### src/sv/tdclk_pkg.sv
`default_nettype none

package tdclk_pkg;

   typedef logic [3:0] op_type;

   localparam op_type OP_NONE       = 4'd0;
   localparam op_type OP_TICK       = 4'd1;
   localparam op_type OP_LAP_TOGGLE = 4'd2;
   localparam op_type OP_LAP_CLEAR  = 4'd3;
   localparam op_type OP_RING_ACK   = 4'd4;
   localparam op_type OP_OPEN_TIME  = 4'd5;
   localparam op_type OP_OPEN_ALARM = 4'd6;
   localparam op_type OP_CLOSE      = 4'd7;
   localparam op_type OP_SEC_UP     = 4'd8;
   localparam op_type OP_MIN_UP     = 4'd9;
   localparam op_type OP_HOUR_UP    = 4'd10;
   localparam op_type OP_SEC_DOWN   = 4'd11;
   localparam op_type OP_MIN_DOWN   = 4'd12;
   localparam op_type OP_HOUR_DOWN  = 4'd13;

   localparam logic [2:0] CMD_TICK       = 3'd0;
   localparam logic [2:0] CMD_BYTE       = 3'd1;
   localparam logic [2:0] CMD_LAP_TOGGLE = 3'd2;
   localparam logic [2:0] CMD_LAP_CLEAR  = 3'd3;
   localparam logic [2:0] CMD_RING_ACK   = 3'd4;

   localparam logic [7:0] CHAR_A = 8'h41;
   localparam logic [7:0] CHAR_B = 8'h42;
   localparam logic [7:0] CHAR_C = 8'h43;
   localparam logic [7:0] CHAR_D = 8'h44;
   localparam logic [7:0] CHAR_E = 8'h45;
   localparam logic [7:0] CHAR_F = 8'h46;
   localparam logic [7:0] CHAR_G = 8'h47;
   localparam logic [7:0] CHAR_H = 8'h48;
   localparam logic [7:0] CHAR_I = 8'h49;

   localparam logic [1:0] MODE_IDLE  = 2'd0;
   localparam logic [1:0] MODE_TIME  = 2'd1;
   localparam logic [1:0] MODE_ALARM = 2'd2;

   localparam logic [6:0] TOP_SEC_MIN = 7'd59;
   localparam logic [6:0] TOP_HOUR    = 7'd23;
   localparam logic [6:0] TOP_LAP_HR  = 7'd99;

   localparam int RSP_WIDTH = 64;

   typedef struct packed {
      logic   valid;
      op_type op;
   } push_type;

   function automatic logic [6:0] wrap_up(input logic [6:0] v, input logic [6:0] top);
      return (v >= top) ? 7'd0 : v + 7'd1;
   endfunction

   function automatic logic [6:0] wrap_down(input logic [6:0] v, input logic [6:0] top);
      return (v == 7'd0 || v > top) ? top : v - 7'd1;
   endfunction

endpackage

`default_nettype wire

### src/sv/tdclk_front.sv
`default_nettype none

module tdclk_front (
   input  wire logic              req_tvalid,
   output logic                   req_tready,
   input  wire logic [7:0]        req_tdata,
   input  wire logic [7:0]        req_tuser,
   input  wire logic              queue_full,
   output tdclk_pkg::push_type    push
);

   tdclk_pkg::op_type byte_op;

   always_comb begin
      case (req_tdata)
         tdclk_pkg::CHAR_A: byte_op = tdclk_pkg::OP_OPEN_TIME;
         tdclk_pkg::CHAR_B: byte_op = tdclk_pkg::OP_OPEN_ALARM;
         tdclk_pkg::CHAR_C: byte_op = tdclk_pkg::OP_SEC_UP;
         tdclk_pkg::CHAR_D: byte_op = tdclk_pkg::OP_MIN_UP;
         tdclk_pkg::CHAR_E: byte_op = tdclk_pkg::OP_HOUR_UP;
         tdclk_pkg::CHAR_F: byte_op = tdclk_pkg::OP_SEC_DOWN;
         tdclk_pkg::CHAR_G: byte_op = tdclk_pkg::OP_MIN_DOWN;
         tdclk_pkg::CHAR_H: byte_op = tdclk_pkg::OP_HOUR_DOWN;
         tdclk_pkg::CHAR_I: byte_op = tdclk_pkg::OP_CLOSE;
         default:           byte_op = tdclk_pkg::OP_NONE;
      endcase
   end

   always_comb begin
      push.valid = req_tvalid && !queue_full;
      case (req_tuser[2:0])
         tdclk_pkg::CMD_TICK:       push.op = tdclk_pkg::OP_TICK;
         tdclk_pkg::CMD_BYTE:       push.op = byte_op;
         tdclk_pkg::CMD_LAP_TOGGLE: push.op = tdclk_pkg::OP_LAP_TOGGLE;
         tdclk_pkg::CMD_LAP_CLEAR:  push.op = tdclk_pkg::OP_LAP_CLEAR;
         tdclk_pkg::CMD_RING_ACK:   push.op = tdclk_pkg::OP_RING_ACK;
         default:                   push.op = tdclk_pkg::OP_NONE;
      endcase
   end

   assign req_tready = !queue_full;

endmodule

`default_nettype wire

### src/sv/tdclk_queue.sv
`default_nettype none

module tdclk_queue (
   input  wire logic               clock,
   input  wire logic               reset,
   input  wire tdclk_pkg::push_type push,
   output logic                    full,
   output logic                    head_valid,
   output tdclk_pkg::op_type       head_op,
   input  wire logic               pop
);

   tdclk_pkg::op_type entry_ff [2];
   logic              wr_ptr_ff, wr_ptr_in;
   logic              rd_ptr_ff, rd_ptr_in;
   logic [1:0]        count_ff, count_in;
   logic              do_pop;

   assign full       = (count_ff == 2'd2);
   assign head_valid = (count_ff != 2'd0);
   assign head_op    = entry_ff[rd_ptr_ff];
   assign do_pop     = pop && head_valid;

   always_comb begin
      wr_ptr_in = wr_ptr_ff;
      rd_ptr_in = rd_ptr_ff;
      count_in  = count_ff;
      if (push.valid) begin
         wr_ptr_in = !wr_ptr_ff;
      end
      if (do_pop) begin
         rd_ptr_in = !rd_ptr_ff;
      end
      if (push.valid && !do_pop) begin
         count_in = count_ff + 2'd1;
      end else if (!push.valid && do_pop) begin
         count_in = count_ff - 2'd1;
      end
   end

   always_ff @(posedge clock) begin
      if (reset) begin
         wr_ptr_ff <= 1'b0;
         rd_ptr_ff <= 1'b0;
         count_ff  <= 2'd0;
      end else begin
         wr_ptr_ff <= wr_ptr_in;
         rd_ptr_ff <= rd_ptr_in;
         count_ff  <= count_in;
      end
   end

   always_ff @(posedge clock) begin
      if (push.valid) begin
         entry_ff[wr_ptr_ff] <= push.op;
      end
   end

endmodule

`default_nettype wire

### src/sv/tdclk_back.sv
`default_nettype none

module tdclk_back (
   input  wire logic                              clock,
   input  wire logic                              reset,
   input  wire logic                              csr_we,
   input  wire logic [7:0]                        csr_wdata,
   input  wire logic                              head_valid,
   input  wire tdclk_pkg::op_type                 head_op,
   output logic                                   pop,
   output logic                                   rsp_tvalid,
   input  wire logic                              rsp_tready,
   output logic [tdclk_pkg::RSP_WIDTH-1:0]        rsp_tdata
);

   logic [3:0] tone_ff;
   logic [4:0] hour_ff, hour_in;
   logic [5:0] min_ff, min_in;
   logic [5:0] sec_ff, sec_in;
   logic [6:0] lap_hour_ff, lap_hour_in;
   logic [5:0] lap_min_ff, lap_min_in;
   logic [5:0] lap_sec_ff, lap_sec_in;
   logic [4:0] wake_hour_ff, wake_hour_in;
   logic [5:0] wake_min_ff, wake_min_in;
   logic [5:0] wake_sec_ff, wake_sec_in;
   logic       lap_run_ff, lap_run_in;
   logic       ring_ff, ring_in;
   logic [1:0] mode_ff, mode_in;
   logic       rsp_valid_ff;
   logic [tdclk_pkg::RSP_WIDTH-1:0] rsp_data_ff;
   logic       adj_time, adj_alarm;

   assign pop        = head_valid && (!rsp_valid_ff || rsp_tready);
   assign rsp_tvalid = rsp_valid_ff;
   assign rsp_tdata  = rsp_data_ff;
   assign adj_time   = (mode_ff == tdclk_pkg::MODE_TIME);
   assign adj_alarm  = (mode_ff == tdclk_pkg::MODE_ALARM);

   always_comb begin
      hour_in      = hour_ff;
      min_in       = min_ff;
      sec_in       = sec_ff;
      lap_hour_in  = lap_hour_ff;
      lap_min_in   = lap_min_ff;
      lap_sec_in   = lap_sec_ff;
      wake_hour_in = wake_hour_ff;
      wake_min_in  = wake_min_ff;
      wake_sec_in  = wake_sec_ff;
      lap_run_in   = lap_run_ff;
      ring_in      = ring_ff;
      mode_in      = mode_ff;
      case (head_op)
         tdclk_pkg::OP_TICK: begin
            sec_in = 6'(tdclk_pkg::wrap_up(7'(sec_ff), tdclk_pkg::TOP_SEC_MIN));
            if (sec_in == 6'd0) begin
               min_in = 6'(tdclk_pkg::wrap_up(7'(min_ff), tdclk_pkg::TOP_SEC_MIN));
               if (min_in == 6'd0) begin
                  hour_in = 5'(tdclk_pkg::wrap_up(7'(hour_ff), tdclk_pkg::TOP_HOUR));
               end
            end
            if (lap_run_ff) begin
               lap_sec_in = 6'(tdclk_pkg::wrap_up(7'(lap_sec_ff), tdclk_pkg::TOP_SEC_MIN));
               if (lap_sec_in == 6'd0) begin
                  lap_min_in = 6'(tdclk_pkg::wrap_up(7'(lap_min_ff), tdclk_pkg::TOP_SEC_MIN));
                  if (lap_min_in == 6'd0) begin
                     lap_hour_in = tdclk_pkg::wrap_up(lap_hour_ff, tdclk_pkg::TOP_LAP_HR);
                  end
               end
            end
            if (tone_ff != 4'd0 && hour_in == wake_hour_ff && min_in == wake_min_ff &&
                sec_in == wake_sec_ff) begin
               ring_in = 1'b1;
            end
         end
         tdclk_pkg::OP_LAP_TOGGLE: lap_run_in = !lap_run_ff;
         tdclk_pkg::OP_LAP_CLEAR: begin
            lap_run_in  = 1'b0;
            lap_hour_in = 7'd0;
            lap_min_in  = 6'd0;
            lap_sec_in  = 6'd0;
         end
         tdclk_pkg::OP_RING_ACK: ring_in = 1'b0;
         tdclk_pkg::OP_OPEN_TIME: begin
            if (mode_ff == tdclk_pkg::MODE_IDLE) begin
               mode_in = tdclk_pkg::MODE_TIME;
            end
         end
         tdclk_pkg::OP_OPEN_ALARM: begin
            if (mode_ff == tdclk_pkg::MODE_IDLE) begin
               mode_in = tdclk_pkg::MODE_ALARM;
            end
         end
         tdclk_pkg::OP_CLOSE: begin
            if (mode_ff != tdclk_pkg::MODE_IDLE) begin
               mode_in = tdclk_pkg::MODE_IDLE;
            end
         end
         tdclk_pkg::OP_SEC_UP: begin
            if (adj_time) begin
               sec_in = 6'(tdclk_pkg::wrap_up(7'(sec_ff), tdclk_pkg::TOP_SEC_MIN));
            end else if (adj_alarm) begin
               wake_sec_in = 6'(tdclk_pkg::wrap_up(7'(wake_sec_ff), tdclk_pkg::TOP_SEC_MIN));
            end
         end
         tdclk_pkg::OP_MIN_UP: begin
            if (adj_time) begin
               min_in = 6'(tdclk_pkg::wrap_up(7'(min_ff), tdclk_pkg::TOP_SEC_MIN));
            end else if (adj_alarm) begin
               wake_min_in = 6'(tdclk_pkg::wrap_up(7'(wake_min_ff), tdclk_pkg::TOP_SEC_MIN));
            end
         end
         tdclk_pkg::OP_HOUR_UP: begin
            if (adj_time) begin
               hour_in = 5'(tdclk_pkg::wrap_up(7'(hour_ff), tdclk_pkg::TOP_HOUR));
            end else if (adj_alarm) begin
               wake_hour_in = 5'(tdclk_pkg::wrap_up(7'(wake_hour_ff), tdclk_pkg::TOP_HOUR));
            end
         end
         tdclk_pkg::OP_SEC_DOWN: begin
            if (adj_time) begin
               sec_in = 6'(tdclk_pkg::wrap_down(7'(sec_ff), tdclk_pkg::TOP_SEC_MIN));
            end else if (adj_alarm) begin
               wake_sec_in = 6'(tdclk_pkg::wrap_down(7'(wake_sec_ff), tdclk_pkg::TOP_SEC_MIN));
            end
         end
         tdclk_pkg::OP_MIN_DOWN: begin
            if (adj_time) begin
               min_in = 6'(tdclk_pkg::wrap_down(7'(min_ff), tdclk_pkg::TOP_SEC_MIN));
            end else if (adj_alarm) begin
               wake_min_in = 6'(tdclk_pkg::wrap_down(7'(wake_min_ff), tdclk_pkg::TOP_SEC_MIN));
            end
         end
         tdclk_pkg::OP_HOUR_DOWN: begin
            if (adj_time) begin
               hour_in = 5'(tdclk_pkg::wrap_down(7'(hour_ff), tdclk_pkg::TOP_HOUR));
            end else if (adj_alarm) begin
               wake_hour_in = 5'(tdclk_pkg::wrap_down(7'(wake_hour_ff), tdclk_pkg::TOP_HOUR));
            end
         end
         default: begin
         end
      endcase
   end

   always_ff @(posedge clock) begin
      if (reset) begin
         tone_ff <= 4'd0;
      end else if (csr_we) begin
         tone_ff <= csr_wdata[3:0];
      end
   end

   always_ff @(posedge clock) begin
      if (reset) begin
         hour_ff      <= 5'd0;
         min_ff       <= 6'd0;
         sec_ff       <= 6'd0;
         lap_hour_ff  <= 7'd0;
         lap_min_ff   <= 6'd0;
         lap_sec_ff   <= 6'd0;
         wake_hour_ff <= 5'd0;
         wake_min_ff  <= 6'd0;
         wake_sec_ff  <= 6'd0;
         lap_run_ff   <= 1'b0;
         ring_ff      <= 1'b0;
         mode_ff      <= tdclk_pkg::MODE_IDLE;
      end else if (pop) begin
         hour_ff      <= hour_in;
         min_ff       <= min_in;
         sec_ff       <= sec_in;
         lap_hour_ff  <= lap_hour_in;
         lap_min_ff   <= lap_min_in;
         lap_sec_ff   <= lap_sec_in;
         wake_hour_ff <= wake_hour_in;
         wake_min_ff  <= wake_min_in;
         wake_sec_ff  <= wake_sec_in;
         lap_run_ff   <= lap_run_in;
         ring_ff      <= ring_in;
         mode_ff      <= mode_in;
      end
   end

   always_ff @(posedge clock) begin
      if (reset) begin
         rsp_valid_ff <= 1'b0;
      end else if (pop) begin
         rsp_valid_ff <= 1'b1;
      end else if (rsp_tready) begin
         rsp_valid_ff <= 1'b0;
      end
   end

   always_ff @(posedge clock) begin
      if (pop) begin
         rsp_data_ff <= {7'd0, mode_in, lap_run_in, ring_in,
                         wake_sec_in, wake_min_in, wake_hour_in,
                         lap_sec_in, lap_min_in, lap_hour_in,
                         sec_in, min_in, hour_in};
      end
   end

endmodule

`default_nettype wire

### src/sv/time_of_day_clock_alarm_stopwatch.sv
`default_nettype none

// A 24-hour clock with an alarm setting and a 99-hour stopwatch, driven by one
// transaction per event: a one-second tick, an adjustment command character, or a
// stopwatch or alarm control. Every request transaction yields exactly one response
// transaction holding the whole state after that event. One transaction is taken
// per cycle while the command queue is not full; a response passes through the
// two-entry command queue and then the registered response stage. csr_wdata
// sets the alarm tone; zero disables the alarm, and it must be written only when
// the block is idle; the block itself does not enforce this.
module time_of_day_clock_alarm_stopwatch (
   input  wire logic        clock,
   input  wire logic        reset,
   input  wire logic        csr_we,
   input  wire logic [7:0]  csr_wdata,    // alarm_tone[3:0]
   input  wire logic        req_tvalid,
   output logic             req_tready,
   input  wire logic [7:0]  req_tdata,    // cmd_byte[7:0]
   input  wire logic [7:0]  req_tuser,    // cmd[2:0]
   output logic             rsp_tvalid,
   input  wire logic        rsp_tready,
   // clock_hours, clock_minutes, clock_seconds, lap_hours, lap_minutes,
   // lap_seconds, wake_hours, wake_minutes, wake_seconds, ringing,
   // lap_running, adjust_mode, from bit 0 up
   output logic [63:0]      rsp_tdata
);

   tdclk_pkg::push_type push;
   tdclk_pkg::op_type   head_op;
   logic                queue_full;
   logic                head_valid;
   logic                pop;

   tdclk_front u_front (
      .req_tvalid (req_tvalid),
      .req_tready (req_tready),
      .req_tdata  (req_tdata),
      .req_tuser  (req_tuser),
      .queue_full (queue_full),
      .push       (push)
   );

   tdclk_queue u_queue (
      .clock      (clock),
      .reset      (reset),
      .push       (push),
      .full       (queue_full),
      .head_valid (head_valid),
      .head_op    (head_op),
      .pop        (pop)
   );

   tdclk_back u_back (
      .clock      (clock),
      .reset      (reset),
      .csr_we     (csr_we),
      .csr_wdata  (csr_wdata),
      .head_valid (head_valid),
      .head_op    (head_op),
      .pop        (pop),
      .rsp_tvalid (rsp_tvalid),
      .rsp_tready (rsp_tready),
      .rsp_tdata  (rsp_tdata)
   );

endmodule

`default_nettype wire
### config.mk
export PLATFORM = sky130hd
export DESIGN_NAME = time_of_day_clock_alarm_stopwatch
export DESIGN_NICKNAME = d
export VERILOG_FILES = /design/src/sv/tdclk_pkg.sv /design/src/sv/tdclk_front.sv /design/src/sv/tdclk_queue.sv /design/src/sv/tdclk_back.sv /design/src/sv/time_of_day_clock_alarm_stopwatch.sv
export SDC_FILE = /design/constraint.sdc
export NUM_CORES = 1
export LEC_CHECK = 0
export BUFFER_PORTS_ARGS = -buffer_cell sky130_fd_sc_hd__buf_2
export CORE_MARGIN = 2
export CORE_UTILIZATION = 40
export CTS_BUF_LIST = sky130_fd_sc_hd__clkbuf_16
export DETAILED_ROUTE_END_ITERATION = 7
export HOLD_SLACK_MARGIN = 0.12
export SYNTH_ARGS = -nofsm -noshare
export SYNTH_HDL_FRONTEND = slang
export SYNTH_HIERARCHICAL = 1
export SYNTH_SLANG_ARGS = --single-unit
### constraint.sdc
create_clock -name clock -period 11.98 [get_ports clock]
set_clock_uncertainty 0.2 [all_clocks]
set_input_delay 0.599 -clock clock [delete_from_list [all_inputs] [get_ports clock]]
set_output_delay 0.599 -clock clock [all_outputs]
set_load 0.1 [all_outputs]
* Word level (Yosys, flattened, before mapping)
Memories as Yosys holds them, arrays and structs flattened. A register that Yosys moved wholly into a read port is not among the register bits.
Cells that the tools add are included.
Widths: inputs -> output; s select.
** Word-level totals
- Bits in registers :: 123
- Memory bits (writable) :: 8
- Output and inout bits :: 66
- Memories kept :: 1
** Memories
- u_queue.entry_ff :: depth 2, bits a word 4, read ports 1, clocked after Yosys merged registers in 1, write ports 1, line tdclk_queue.sv:13 : tdclk_pkg::op_type entry_ff [2];
** Operators by class
- $add $sub $neg :: 17
- $lt $le $gt $ge :: 15
- Equality and inequality tests :: 32
- Mux-type cells :: 70
- Reduce and logical (&&, ||, !) cells :: 39
** Operator list (number)
- $mux 6 :: 27
- $eq 8x7->1 const B :: 9
- $mux 5 :: 13
- $logic_not 6->1 :: 8
- $pmux 6 s2 :: 4
- $add 6x1->6 const B :: 6
- $ge 6x6->1 const B :: 6
- $pmux 4 s9 :: 1
- $pmux 6 s3 :: 2
- $mux 7 :: 4
- $eq 4x4->1 const B :: 6
- $gt 6x6->1 const B :: 4
- $sub 6x1->6 const B :: 4
- $pmux 4 s5 :: 1
- $eq 4x3->1 const B :: 4
- $pmux 5 s3 :: 1
- $pmux 7 s2 :: 1
- $eq 6x6->1 :: 2
- $add 5x1->5 const B :: 2
- $ge 5x5->1 const B :: 2
- $gt 5x5->1 const B :: 2
- $logic_not 5->1 :: 2
- $mux 2 :: 5
- $pmux 5 s2 :: 1
- 23 further kinds :: 56

* Longest topological paths before layout
- Depth in word-level cells :: 12
- Gate-level depth with buffers :: 12

* Hierarchy
The synthesis kept the hierarchy.
** By module, submodules not included
- tdclk_back :: times used 1, cells an instance 942, area an instance 7771.2 um^2
- tdclk_queue :: times used 1, cells an instance 34, area an instance 496.7 um^2
- tdclk_front :: times used 1, cells an instance 29, area an instance 216.5 um^2

* Least setup slack after synthesis
OpenSTA, ideal clock, no wires.
- Kind :: reg2reg
- From :: register u_back.rsp_valid_ff (netlist: u_back/rsp_tvalid)
- To :: register u_queue.count_ff[1]
- Arrival :: 4.489 ns
- Required time :: 11.710 ns
- Slack :: 7.221 ns
- Stages on the path, launching flop included :: 10
- Cells stage by stage :: dfxtp_1 > nand2b_1 > nand2_1 > inv_1 > clkbuf_1 > buf_1 > o21ai_0 > ha_1 > or3_1 > a21oi_1
** On the way
- Word-level cells in the longest chain between the ends :: 7
** RTL lines
- start, declared :: line tdclk_back.sv:29 : logic rsp_valid_ff;
- start signal, assigned :: line tdclk_back.sv:185 : rsp_valid_ff <= 1'b0;
- start signal, assigned :: line tdclk_back.sv:187 : rsp_valid_ff <= 1'b1;
- start signal, assigned :: line tdclk_back.sv:189 : rsp_valid_ff <= 1'b0;
- $logic_not 1->1 (*) :: line tdclk_back.sv:33 : assign pop = head_valid && (!rsp_valid_ff || rsp_tready);
- $logic_or 1x1->1 (*) :: line tdclk_back.sv:33
- $logic_and 1x1->1 (*) :: line tdclk_back.sv:33
- named net pop :: line time_of_day_clock_alarm_stopwatch.sv:32 : logic pop;
- $logic_and 1x1->1 (*) :: line tdclk_queue.sv:22 : assign do_pop = pop && head_valid;
- $logic_not 1->1 :: line tdclk_queue.sv:34 : if (push.valid && !do_pop) begin
- $logic_and 1x1->1 :: line tdclk_queue.sv:34
- $mux 2 or $reduce_bool 2->1 (tied branches)
- end signal, assigned :: line tdclk_queue.sv:49 : count_ff <= count_in;
- end, declared :: line tdclk_queue.sv:16 : logic [1:0] count_ff, count_in;
The timed path passes the listed nets; every way through them passes the cells marked *.
A chain may end at the register's enable or synchronous reset.

* Final worst setup path
- From :: register u_back.sec_ff[0]
- To :: register u_back.ring_ff
** On the way
- Word-level cells in the longest chain between the ends :: 11
** RTL lines
- start, declared :: line tdclk_back.sv:19 : logic [5:0] sec_ff, sec_in;
- start signal, assigned :: line tdclk_back.sv:170 : sec_ff <= sec_in;
- $add 6x1->6 or $ge 6x6->1 (tied branches) :: line tdclk_pkg.sv:54 : return (v >= top) ? 7'd0 : v + 7'd1;
- $mux 6 (*) :: line tdclk_pkg.sv:54
- $logic_not 6->1 :: line tdclk_back.sv:55 : if (sec_in == 6'd0) begin
- $mux 5 :: line tdclk_back.sv:55
- $mux 5 :: line tdclk_back.sv:52 : case (head_op)
- $eq 5x5->1 :: line tdclk_back.sv:70 : if (tone_ff != 4'd0 && hour_in == wake_hour_ff && min_in == wake_min_ff &&
- $logic_and 1x1->1 (2 in series) :: line tdclk_back.sv:70
- $logic_and 1x1->1 (*) :: line tdclk_back.sv:70
- $mux 1 (*) :: line tdclk_back.sv:70
- $pmux 1 s2 (*) :: line tdclk_back.sv:52
- end signal, assigned :: line tdclk_back.sv:178 : ring_ff <= ring_in;
- end, declared :: line tdclk_back.sv:27 : logic ring_ff, ring_in;
Mark *: on every way between the ends. The rest lies on a longest branch, timed or not. The select of a mux whose other input is x is not followed.

==> metrics.md <==
| Metric | Value |
|---|---|
| Status | complete, no violations |
| Post-Syn Area | 0.00848 mm² |
| CTS Buffer Depth | 2 |
| Clk pin slew, worst setup/hold paths | 60 ps |
| Number of iterations in the first detailed-routing pass | 5 |
| Worst slew pin tran | 1120 ps |
| Comb power frac | 55.4% |
| Pwr dens | 311 mW/mm² |
| Layout cells sized above 1 | 15.0% |
| Residual DRC | 0 |
| Async SR Flop Fraction | 0% |
| Area delta synth->final | 11.6% |
| Starting Density | 40.6% |
| H-tree depth | 4 |
| Worst path arrival time | 3960 ps |
| Reg2reg path depth | 10 |
| Yosys reg bits | 132 |
| CTS resizes | 0 |
| Die W | 150 µm |
| Final Hold Violating Endpoints | 0 |
| Switching power of the nets | 1630 µW |
| CTS buffer count | 17 |
| Die Y-Extent | 150 µm |
| Iteration-0 DRC Markers | 663 |
| Gr usage total | 19.8% |
| Antenna violations before repair | 0 |
| Fillcell total | 2051 |
| Critical path fanouts, max | 14 |
| Cell area after layout | 0.00947 mm² |
| Worst Setup SP | u_back/sec_ff[0] |
| CP Capture Type | register |
| Hpwl dp | 14400 µm |
| Clock Latency Late Sink | 430 ps |
| Post-place instance area | 0.00893 mm² |
| Worst min path class | input pin to register |
| RePlAce Congestion | 0.882 |
| Nets | 1084 |
| Drt wl/cell | 16.5 µm |
| Hold_sp | csr_wdata[3] |
| CTS tree | yes |
| Post-Route WL | 21900 µm |
| Fin crit period | 3820 ps |
| Synth Instances | 1005 |
| Clk network pwr share | 16.2% |
| Total power | 2940 µW |
| Unrepaired setup endpoints after global routing | no |
| Worst setup path class | register to register |
| Sequential fraction of design power | 28.5% |
| First-pass GRT wire length | 35700 µm |
| Buffers on Ports | 78 |
| Gr ovfl total | 0 |
| Num ports | 95 |
| Final setup fails | 0 |
| Setup_tns | 0 ps |
| Yosys warning count | 6 |
| Syn Area/Cell | 8.44 µm² |
| Root buffer cell | clkbuf_16 |
| Vias | 7619 |
| Top_reg_cell synth | dfxtp_1 |
| FP Rows | 53 |
| DIE AREA | 0.0224 mm² |
| Leakage | 0.00355 µW |
| Startpoint class of the critical path | register |
| EDFF count, synth | 65 |
| Critical R2R Launch | u_back/sec_ff[0] |
| WHS Path Cells | 3 |
| Worst IR Drop VDD | 201 µV |
| DR vias/cell | 5.75 |
| Fin. max-slew vios | 0 |
| # diodes | 0 |
| Post-CTS Setup Inserts | 0 |
| Worst reg2reg setup slack | 8160 ps |
| Synth cell types | 88 |
| Internal | 1310 µW |
| Post-route clock period utilization | 31.9% |
| Peak Freq | 262 MHz |
| Clock Sinks | 132 |
| Worst flop-to-flop path endpoint | u_back/ring_ff |
| Hold buffers post-CTS | 0 |
| Number of global-route vias before repair | 6886 |
| Post-route ant nets | 0 |
| Switching Share | 55.5% |
| CP required | 12120 ps |
| Seq/Total Area, Yosys | 38.8% |
| Worst slew margin | 24.7% |
| Pin count of the biggest net entering global routing | 68 |
| Core Box Area | 0.0209 mm² |
| Max cap viols | 0 |
| WHS Endpoint | u_back/tone_ff[3] |
Yosys cell counts (5+ instances only):
cell type | n | area, µm²
o2111ai_1 | 5 | 43.8
inv_1 | 31 | 116
o21a_1 | 7 | 52.6
nor2b_1 | 8 | 50.1
and3_1 | 11 | 68.8
a32o_1 | 5 | 50.1
nor2_1 | 97 | 364
o211a_1 | 11 | 110
nor3b_1 | 6 | 45.0
o211ai_1 | 5 | 37.5
edfxtp_1 | 65 | 1950
xor2_1 | 13 | 114
nor3_1 | 29 | 145
a311oi_1 | 7 | 61.3
buf_4 | 10 | 75.1
a21oi_1 | 70 | 350
nand2b_1 | 13 | 81.3
dfxtp_1 | 67 | 1340
nand2_1 | 124 | 465
o31ai_1 | 6 | 45.0
a31oi_1 | 24 | 150
or4_1 | 6 | 45.0
nand3_1 | 29 | 145
ha_1 | 19 | 238
a32oi_1 | 6 | 52.6
mux2_2 | 7 | 78.8
mux2i_1 | 11 | 110
or3_1 | 7 | 43.8
a22o_1 | 9 | 78.8
clkbuf_1 | 51 | 191
buf_2 | 8 | 40.0
nor4_1 | 7 | 43.8
o21ai_0 | 77 | 385
buf_1 | 6 | 22.5
xnor2_1 | 21 | 184
a211oi_1 | 7 | 52.6
a22oi_1 | 7 | 52.6
o22ai_1 | 9 | 56.3
o21ai_1 | 10 | 50.1
worst max path at each step:
stage / end / slack [ps] / cells after the start
floorplan: u_queue/count_ff[1] / 7220 / 9
global route: u_back/ring_ff / 7960 / 10
CTS: u_back/ring_ff / 8180 / 10
global placement: u_back/ring_ff / 8210 / 10
finish: u_back/ring_ff / 8160 / 10
detailed placement: u_back/ring_ff / 8200 / 10
area by class of cell:
class,count,area (µm²),share of cell area (%)
sequential,132,3290,34.8
inverter,31,119,1.26
clock buffer,17,425,4.49
clock inverter,15,110,1.16
multi-input combinational,769,4730,50.0
timing repair buffer,85,443,4.68
tap,275,344,3.63
through the flow:
stage | std cells | hold WS [ps] | utilization [%] | setup slack [ps]
final | 1324 | 207 | 45.3 | 8160
after global placement | 1292 | 267 | 42.8 | 8210
after CTS | 1324 | 190 | 45.3 | 8180
after global routing | 1324 | 230 | 45.3 | 7960
after floorplan | 1011 | 251 | - | 7220
after detailed placement | 1292 | 275 | 42.8 | 8200
power by group through the flow:
stage               clock [µW]  combinational, µW  sequential, µW
finish                     475               1630             837
floorplan                    0                742            1450
detailed placement           0               1620             843
global placement             0               1610             842
CTS                        486               1630             835
global route               507               1740             865
cells by family (layout without fill, tap and decap cells):
| logic type | count (synthesis) | after routing | share of synthesized area [%] |
|---|---|---|---|
| buf+inv | 110 | 148 | 5.78 |
| xor+xnor | 34 | 34 | 3.51 |
| flops | 132 | 132 | 38.8 |
| fa+ha+maj | 19 | 19 | 2.80 |
| simple gates | 379 | 379 | 22.0 |
| mux | 20 | 20 | 2.58 |
| compound gates | 310 | 310 | 24.5 |
| other cells | 1 | 7 | 0.0442 |
flip-flops by register name (all words and copies together), names as in the netlist, 4 cells and up, named ones only:
signal,count
u_back/hour_ff,5
u_back/lap_hour_ff,7
u_back/lap_min_ff,6
u_back/lap_sec_ff,6
u_back/min_ff,6
u_back/rsp_tdata,57
u_back/sec_ff,6
u_back/tone_ff,4
u_back/wake_hour_ff,5
u_back/wake_min_ff,6
u_back/wake_sec_ff,6
u_queue/entry_ff,8
placed cells by master, fill, tap and decap left out, types with 9 or more instances in the layout:
master	instances
inv_1	31
o22ai_1	9
dfxtp_1	67
xnor2_1	21
nand3_1	29
and3_1	11
ha_1	19
nand2_1	123
nand2b_1	13
xor2_1	13
buf_2	78
a31oi_1	24
clkbuf_16	17
a21oi_1	70
o211a_1	11
edfxtp_1	65
nor2_1	97
nor3_1	29
o21ai_0	77
mux2i_1	11
o21ai_1	10
a22o_1	9
metal layers:
metal / track usage (%) / share of wire (%) / vias up
li1: - / - / 3759
met1: 27.9 / 48 / 3612
met2: 30.2 / 45 / 217
met3: 3.51 / 5.2 / 31
met4: 8.00 / 2.3 / 0
met5: 0 / 0 / -
worst max-delay path, cell delays in order, from the launching register on:
cell and delay [ps]:
dfxtp_1 520, inv_1 170, ha_1 420, or3b_1 400
a211oi_2 230, o211ai_4 250, nor2b_4 360, mux2_2 390
a221oi_1 260, nand4_1 240, o32ai_2 290
Note: power is estimated with default switching activity, not from simulation.
